File: config.mk
export PLATFORM = sky130hd
export DESIGN_NAME = counting_semaphore_wait_queue_unit
export DESIGN_NICKNAME = d
export VERILOG_FILES = /design/src/hdl/csq_pkg.sv /design/src/hdl/csq_cell.sv /design/src/hdl/csq_chain.sv /design/src/hdl/counting_semaphore_wait_queue_unit.sv
export SDC_FILE = /design/constraint.sdc
export NUM_CORES = 1
export LEC_CHECK = 0
export ABC_CLOCK_PERIOD_IN_PS = 2780
export BUFFER_PORTS_ARGS = -buffer_cell sky130_fd_sc_hd__buf_2
export CORE_MARGIN = 5
export CORE_UTILIZATION = 55
export CTS_CLUSTER_DIAMETER = 150
export CTS_CLUSTER_SIZE = 40
export DETAILED_ROUTE_END_ITERATION = 6
export PLACE_DENSITY = 0.8
export SYNTH_ARGS = -nofsm -noshare
export SYNTH_HDL_FRONTEND = slang
export SYNTH_SLANG_ARGS = --single-unit
File: constraint.sdc
create_clock -name clk -period 2.78 [get_ports clk]
set_clock_uncertainty 0.1 [all_clocks]
set_input_delay 0.556 -clock clk [delete_from_list [all_inputs] [get_ports clk]]
set_output_delay 0.556 -clock clk [all_outputs]
set_load 0.01 [all_outputs]
File: src/hdl/csq_pkg.sv
`default_nettype none
package csq_pkg;

	localparam int QUEUE_DEPTH_DEF = 16;
	localparam int COUNT_W         = 16;
	localparam int TID_W           = 8;
	localparam int FUNC_W          = 2;
	localparam int STATUS_W        = 3;

	localparam logic [COUNT_W-1:0] COUNT_MAX = {COUNT_W{1'b1}};

	typedef enum logic [FUNC_W-1:0] {
		FN_DOWN = 2'd0,
		FN_UP   = 2'd1,
		FN_TRY  = 2'd2
	} func_t;

	typedef enum logic [STATUS_W-1:0] {
		ST_GRANTED = 3'd0,
		ST_QUEUED  = 3'd1,
		ST_REFUSED = 3'd2,
		ST_FULL    = 3'd3,
		ST_POSTED  = 3'd4
	} status_t;

	// queue requests from the control logic
	typedef struct packed {
		logic             flush;
		logic             push;
		logic             pop;
		logic [TID_W-1:0] tid;
	} q_ctrl_t;

	// queue condition seen by the control logic
	typedef struct packed {
		logic             empty;
		logic             full;
		logic [TID_W-1:0] head_tid;
	} q_stat_t;

endpackage
`default_nettype wire

File: src/hdl/csq_cell.sv
`default_nettype none
module csq_cell (
	input  wire                        clk,
	input  wire                        shift_en,
	input  wire                        load_en,
	input  wire  [csq_pkg::TID_W-1:0]  load_data,
	input  wire  [csq_pkg::TID_W-1:0]  next_data,
	output logic [csq_pkg::TID_W-1:0]  data
);
	import csq_pkg::*;

	logic [TID_W-1:0] data_q;

	// pop moves every entry one cell toward the head; push lands in the first free cell
	always_ff @(posedge clk) begin
		if (shift_en) begin
			data_q <= next_data;
		end else if (load_en) begin
			data_q <= load_data;
		end
	end

	assign data = data_q;

endmodule
`default_nettype wire

File: src/hdl/csq_chain.sv
`default_nettype none
module csq_chain #(
	parameter int QUEUE_DEPTH = csq_pkg::QUEUE_DEPTH_DEF
) (
	input  wire               clk,
	input  wire               arst_n,
	input  csq_pkg::q_ctrl_t  ctrl,
	output csq_pkg::q_stat_t  stat
);
	import csq_pkg::*;

	localparam int OCC_W = $clog2(QUEUE_DEPTH + 1);

	logic [OCC_W-1:0] occ_q;
	logic [TID_W-1:0] cell_data [QUEUE_DEPTH];

	always_ff @(posedge clk or negedge arst_n) begin
		if (!arst_n) begin
			occ_q <= '0;
		end else if (ctrl.flush) begin
			occ_q <= '0;
		end else if (ctrl.push) begin
			occ_q <= occ_q + OCC_W'(1);
		end else if (ctrl.pop) begin
			occ_q <= occ_q - OCC_W'(1);
		end
	end

	for (genvar i = 0; i < QUEUE_DEPTH; i++) begin : g_cell
		logic [TID_W-1:0] nxt;
		if (i == QUEUE_DEPTH - 1) begin : g_last
			assign nxt = '0;
		end else begin : g_mid
			assign nxt = cell_data[i+1];
		end
		csq_cell u_cell (
			.clk       (clk),
			.shift_en  (ctrl.pop),
			.load_en   (ctrl.push && (occ_q == OCC_W'(i))),
			.load_data (ctrl.tid),
			.next_data (nxt),
			.data      (cell_data[i])
		);
	end

	assign stat.empty    = (occ_q == '0);
	assign stat.full     = (occ_q == OCC_W'(QUEUE_DEPTH));
	assign stat.head_tid = cell_data[0];

endmodule
`default_nettype wire

File: src/hdl/counting_semaphore_wait_queue_unit.sv
`default_nettype none
// Counting semaphore with a FIFO of waiting thread IDs. Each input transaction
// (func: 0 down, 1 up, 2 trywait) yields exactly one result transaction, registered
// in the cycle after acceptance; one transaction per cycle is sustained, and in_stall
// rises only while a finished result is held by out_stall. The count is one 16-bit
// register; the wait queue is a row of QUEUE_DEPTH cells that shift toward the
// head on every pop, so the oldest waiter always sits in cell 0 and a push drops
// into the cell indexed by the occupancy. Writing cfg_wr_data with cfg_wr_en
// loads the count and empties the queue; write only while idle.
// Status codes: 0 granted, 1 queued, 2 refused, 3 queue full, 4 posted.
module counting_semaphore_wait_queue_unit #(
	parameter int QUEUE_DEPTH = csq_pkg::QUEUE_DEPTH_DEF
) (
	input  wire                            clk,
	input  wire                            arst_n,
	// configuration
	input  wire                            cfg_wr_en,
	input  wire  [csq_pkg::COUNT_W-1:0]    cfg_wr_data,
	// request channel
	input  wire                            in_valid,
	output logic                           in_stall,
	input  wire  [csq_pkg::FUNC_W-1:0]     func,
	input  wire  [csq_pkg::TID_W-1:0]      thread_id,
	// result channel
	output logic                           out_valid,
	input  wire                            out_stall,
	output logic [csq_pkg::STATUS_W-1:0]   status,
	output logic                           wake_valid,
	output logic [csq_pkg::TID_W-1:0]      wake_thread,
	output logic [csq_pkg::COUNT_W-1:0]    count_after
);
	import csq_pkg::*;

	logic [COUNT_W-1:0] count_q;
	logic               out_valid_q;
	status_t            status_q;
	logic               wake_valid_q;
	logic [TID_W-1:0]   wake_thread_q;
	logic [COUNT_W-1:0] count_after_q;

	q_ctrl_t q_ctrl;
	q_stat_t q_stat;

	logic               accept;
	logic [COUNT_W-1:0] count_nxt;
	status_t            status_nxt;
	logic               wake_nxt;
	logic               push_nxt;
	logic               pop_nxt;

	// a held result blocks new requests; taking it frees the slot in the same cycle
	assign in_stall = out_valid_q && out_stall;
	assign accept   = in_valid && !in_stall;

	// next count, status and queue action for the request on the inputs
	always_comb begin
		count_nxt  = count_q;
		status_nxt = ST_REFUSED;
		wake_nxt   = 1'b0;
		push_nxt   = 1'b0;
		pop_nxt    = 1'b0;
		case (func_t'(func))
			FN_DOWN: begin
				if (count_q != '0) begin
					count_nxt  = count_q - COUNT_W'(1);
					status_nxt = ST_GRANTED;
				end else if (q_stat.full) begin
					status_nxt = ST_FULL;
				end else begin
					push_nxt   = 1'b1;
					status_nxt = ST_QUEUED;
				end
			end
			FN_UP: begin
				// saturate at the top of the range; a waiter is still released
				if (count_q != COUNT_MAX) begin
					count_nxt = count_q + COUNT_W'(1);
				end
				if (!q_stat.empty) begin
					pop_nxt  = 1'b1;
					wake_nxt = 1'b1;
				end
				status_nxt = ST_POSTED;
			end
			FN_TRY: begin
				if (count_q != '0) begin
					count_nxt  = count_q - COUNT_W'(1);
					status_nxt = ST_GRANTED;
				end
			end
			default: begin
				// unused code: refused, nothing changes
				status_nxt = ST_REFUSED;
			end
		endcase
	end

	assign q_ctrl.flush = cfg_wr_en;
	assign q_ctrl.push  = accept && push_nxt && !cfg_wr_en;
	assign q_ctrl.pop   = accept && pop_nxt && !cfg_wr_en;
	assign q_ctrl.tid   = thread_id;

	csq_chain #(
		.QUEUE_DEPTH (QUEUE_DEPTH)
	) u_chain (
		.clk    (clk),
		.arst_n (arst_n),
		.ctrl   (q_ctrl),
		.stat   (q_stat)
	);

	// semaphore count
	always_ff @(posedge clk or negedge arst_n) begin
		if (!arst_n) begin
			count_q <= '0;
		end else if (cfg_wr_en) begin
			count_q <= cfg_wr_data;
		end else if (accept) begin
			count_q <= count_nxt;
		end
	end

	// result register, control part
	always_ff @(posedge clk or negedge arst_n) begin
		if (!arst_n) begin
			out_valid_q <= 1'b0;
		end else if (accept) begin
			out_valid_q <= 1'b1;
		end else if (!out_stall) begin
			out_valid_q <= 1'b0;
		end
	end

	// result register, payload; wake_thread reads zero when nobody is woken
	always_ff @(posedge clk) begin
		if (accept) begin
			status_q      <= status_nxt;
			wake_valid_q  <= wake_nxt;
			wake_thread_q <= wake_nxt ? q_stat.head_tid : '0;
			count_after_q <= count_nxt;
		end
	end

	assign out_valid   = out_valid_q;
	assign status      = status_q;
	assign wake_valid  = wake_valid_q;
	assign wake_thread = wake_thread_q;
	assign count_after = count_after_q;

	// a woken waiter only comes with a post
	a_wake_on_post: assert property (@(posedge clk) disable iff (!arst_n)
		(out_valid && wake_valid) |-> (status == ST_POSTED))
		else $error("wake reported without a post");

	// a request only queues when no unit was left
	a_queue_at_zero: assert property (@(posedge clk) disable iff (!arst_n)
		(out_valid && status == ST_QUEUED) |-> (count_after == '0))
		else $error("queued while count nonzero");

	// register write leaves an empty queue
	a_flush_empties: assert property (@(posedge clk) disable iff (!arst_n)
		cfg_wr_en |=> q_stat.empty)
		else $error("queue not empty after count load");

	// every accepted request gives a result in the next cycle
	a_result_follows: assert property (@(posedge clk) disable iff (!arst_n)
		(in_valid && !in_stall) |=> out_valid)
		else $error("accepted request produced no result");

endmodule
`default_nettype wire

==> impl_metrics.env <==
export IMPL_io_buffers=60
export IMPL_final_area_um2=10100
export IMPL_grt_pass1_vias=6117
export IMPL_syn_inst=803
export IMPL_yosysWarnings=0
export IMPL_vias=6356
export IMPL_cap_violations=0
export IMPL_dp_cells=1063
export IMPL_postPlaceCellArea_um2=9400
export IMPL_grtUsageTotal_pct=21.3
export IMPL_synth_compound_area_share_pct=7.51
export IMPL_dominantRegCellSynth="edfxtp_1"
export IMPL_antenna_found_initial=0
export IMPL_power_leakage_nw=3.93
export IMPL_cp_end_kind="register"
export IMPL_synth_cell_type_count=68
export IMPL_syn_area_per_cell_um2=10.5
export IMPL_layout_commonest_cell="nand2_1"
export IMPL_worst_path_buf_inv=0
export IMPL_yosys_area_share_simple_pct=23.2
export IMPL_drtAntennaViolNets=0
export IMPL_drv_slew=0
export IMPL_synth_area_um2=8460
export IMPL_worstSkewPairLatency_ns=0.43
export IMPL_rows=45
export IMPL_drc_errors=0
export IMPL_dieArea_um2=18000
export IMPL_cts_htree_levels=4
export IMPL_fp_dieW_um=134
export IMPL_mostFrequentLayoutCells="nand2_1 (274), edfxtp_1 (148), buf_4 (63)"
export IMPL_die_h_um=134
export IMPL_tightest_slew_ns=0.571
export IMPL_max_stage_delay_ns=0.54
export IMPL_period_needed_ns=2.77
export IMPL_rr_startpoint="count_q[9]"
export IMPL_gr_total_overflow=0
export IMPL_routed_wl_um=18700
export IMPL_async_flop_share_pct=12.4
export IMPL_cts_made_buffers=17
export IMPL_nets=937
export IMPL_routed_via_density=5.79
export IMPL_fin_crit_sh_pct=99.6
export IMPL_finalHoldViolCount=0
export IMPL_muxShareOfSynthArea_pct=2.32
export IMPL_r2r_cells=5
export IMPL_setup_violations_final=0
export IMPL_cp_depth=5
export IMPL_hold_slack_ns=0.0166
export IMPL_p_per_area_nw_per_um2=611
export IMPL_worst_r2r_setup_slack_ns=0.01
export IMPL_first_pass_iters=6
export IMPL_diodes=0
export IMPL_path_max_fanout=8
export IMPL_startpoint_type="register"
export IMPL_cts_buffer_depth=2
export IMPL_hpwlAfterDp_um=12800
export IMPL_synth_xor_area_share_pct=1.35
export IMPL_synth_seq_cells=178
export IMPL_irDropWorstVdd_v=0.000617
export IMPL_start_util_pct=55.9
export IMPL_drt_iter0_markers=621
export IMPL_core_um2=15100
export IMPL_wire_per_inst_um=17.0
export IMPL_critPathTopFamily="simple AND/OR/NAND/NOR gates"
export IMPL_final_core_util_pct=66.5
export IMPL_crit_slowest_cell="or4_4"
export IMPL_crit_top_cell="or3_4"
export IMPL_cts_root_buf="clkbuf_16"
export IMPL_drive_gt1_share_pct=22.9
export IMPL_gp_congestion=0.943
export IMPL_synth_edf_count=148
export IMPL_timing_slew_headroom_pct=61.9
export IMPL_hold_path_class="in2async"
export IMPL_crit_type="reg2reg"
export IMPL_rsz0062_at_grt="yes"
export IMPL_ioPinCount=61
export IMPL_reg2reg_to="u_chain.g_cell[4].u_cell.data[4]"
export IMPL_cts_hold_repair_buffers=0
export IMPL_syn_to_final_growth_pct=19.0
export IMPL_syn_nets=843
export IMPL_worstPathArrival_ns=2.79
export IMPL_worstPathCellList="or4_4, or3_4, or3_4, nor4_4, a21o_2"
export IMPL_fmax_mhz=361
export IMPL_grt_pass1_wl_um=30100
export IMPL_cts_tree="yes"
export IMPL_ys_seq_area_share_pct=60.9
export IMPL_status="complete, no violations"
export IMPL_required_ns=2.80
export IMPL_cts_sinks=178
export IMPL_synthAdderAreaFrac_pct=1.33
export IMPL_final_instance_count_excl_fill=1098
export IMPL_clkTransAtPathRegs_ns=0.07
export IMPL_grt_start_max_net_pins=47
export IMPL_synth_top_family_by_area="simple AND/OR/NAND/NOR gates"
[what timing repair did]
action / 4_1_cts / 5_1_grt
setup buffers: 0 / 2
setup endpoints to repair: 40 / 126
gates cloned: 0 / 1
pin swaps: 0 / 6
resized for setup: 5 / 6
[worst reg2reg max path: cells and delay by family (launching register included)]
family          cells  cell delay [ns]
compound gates      1             0.32
flops               1             0.37
simple gates        4             1.68
[cell usage after synthesis (12+ instances only)]
library cell	number	area [um^2]
nand2_1	275	1030
edfxtp_1	148	4440
clkbuf_1	39	146
nor2_1	27	101
nor3_1	24	120
dfrtp_1	22	551
a21o_1	17	128
o21ai_0	17	85.1
buf_2	14	70.1
mux2i_1	14	140
nand3_1	13	65.1
nor4_1	13	81.3
xnor2_1	12	105
[metal layers]
metal	vias to the layer above	part of all wire [%]	track usage, %
li1	3015	-	-
met1	3035	43	29.2
met2	278	47	34.1
met3	28	7.7	4.80
met4	0	1.6	6.84
met5	-	0	0
[state kept, by name, indices dropped and copies added (netlist names)]
signal and cells:
count_after 16, count_q 16, out_valid 1, status 3
u_chain.g_cell.u_cell.data 128, u_chain.occ_q 5, wake_thread 8, wake_valid 1
[kinds of logic (layout without fill, tap and decap cells)]
family | Yosys count | count (layout)
flip-flops | 178 | 178
AND/OR/NAND/NOR | 427 | 428
buffers and inverters | 69 | 175
adder cells (fa/ha/maj) | 9 | 9
AO/OA/AOI/OAI | 88 | 88
multiplexers | 19 | 19
XOR/XNOR | 13 | 13
[per-stage QoR]
stage | setup TNS, ns | setup slack [ns] | power, W
2_1_floorplan | -16.71 | -0.181 | 0.00348
3_3_place_gp | -19.64 | -0.235 | 0.00370
3_5_place_dp | -21.87 | -0.303 | 0.00372
4_1_cts | 0 | 0.00365 | 0.00617
5_1_grt | -2.17 | -0.0864 | 0.00637
6_report | 0 | 0.0111 | 0.00615
[cell type report]
cell class | count | area (um^2)
clock buffers | 18 | 439
clock inverters | 14 | 178
fillers | 1101 | 5080
inverters | 13 | 48.8
multi-input cells | 557 | 3110
flip-flops and latches | 178 | 5150
well taps | 188 | 235
repair buffers | 130 | 905
[worst max-delay path by stage]
stage,from,to,slack (ns)
global route,count_q[0],u_chain.g_cell[7].u_cell.data[0],-0.09
floorplan,func[0],u_chain.g_cell[10].u_cell.data[0],-0.18
detailed placement,func[0],u_chain.g_cell[4].u_cell.data[6],-0.30
finish,count_q[9],u_chain.g_cell[4].u_cell.data[4],0.01
global placement,func[0],u_chain.g_cell[11].u_cell.data[4],-0.23
CTS,count_q[7],u_chain.g_cell[4].u_cell.data[1],0.004
[report_power, final]
group	internal (W)	switching [W]	total, W
Combinational	0.000249	0.000391	0.000640
Clock	0.00145	0.00102	0.00247
Sequential	0.00299	0.0000529	0.00304
Note: power is estimated with default switching activity, not from simulation.
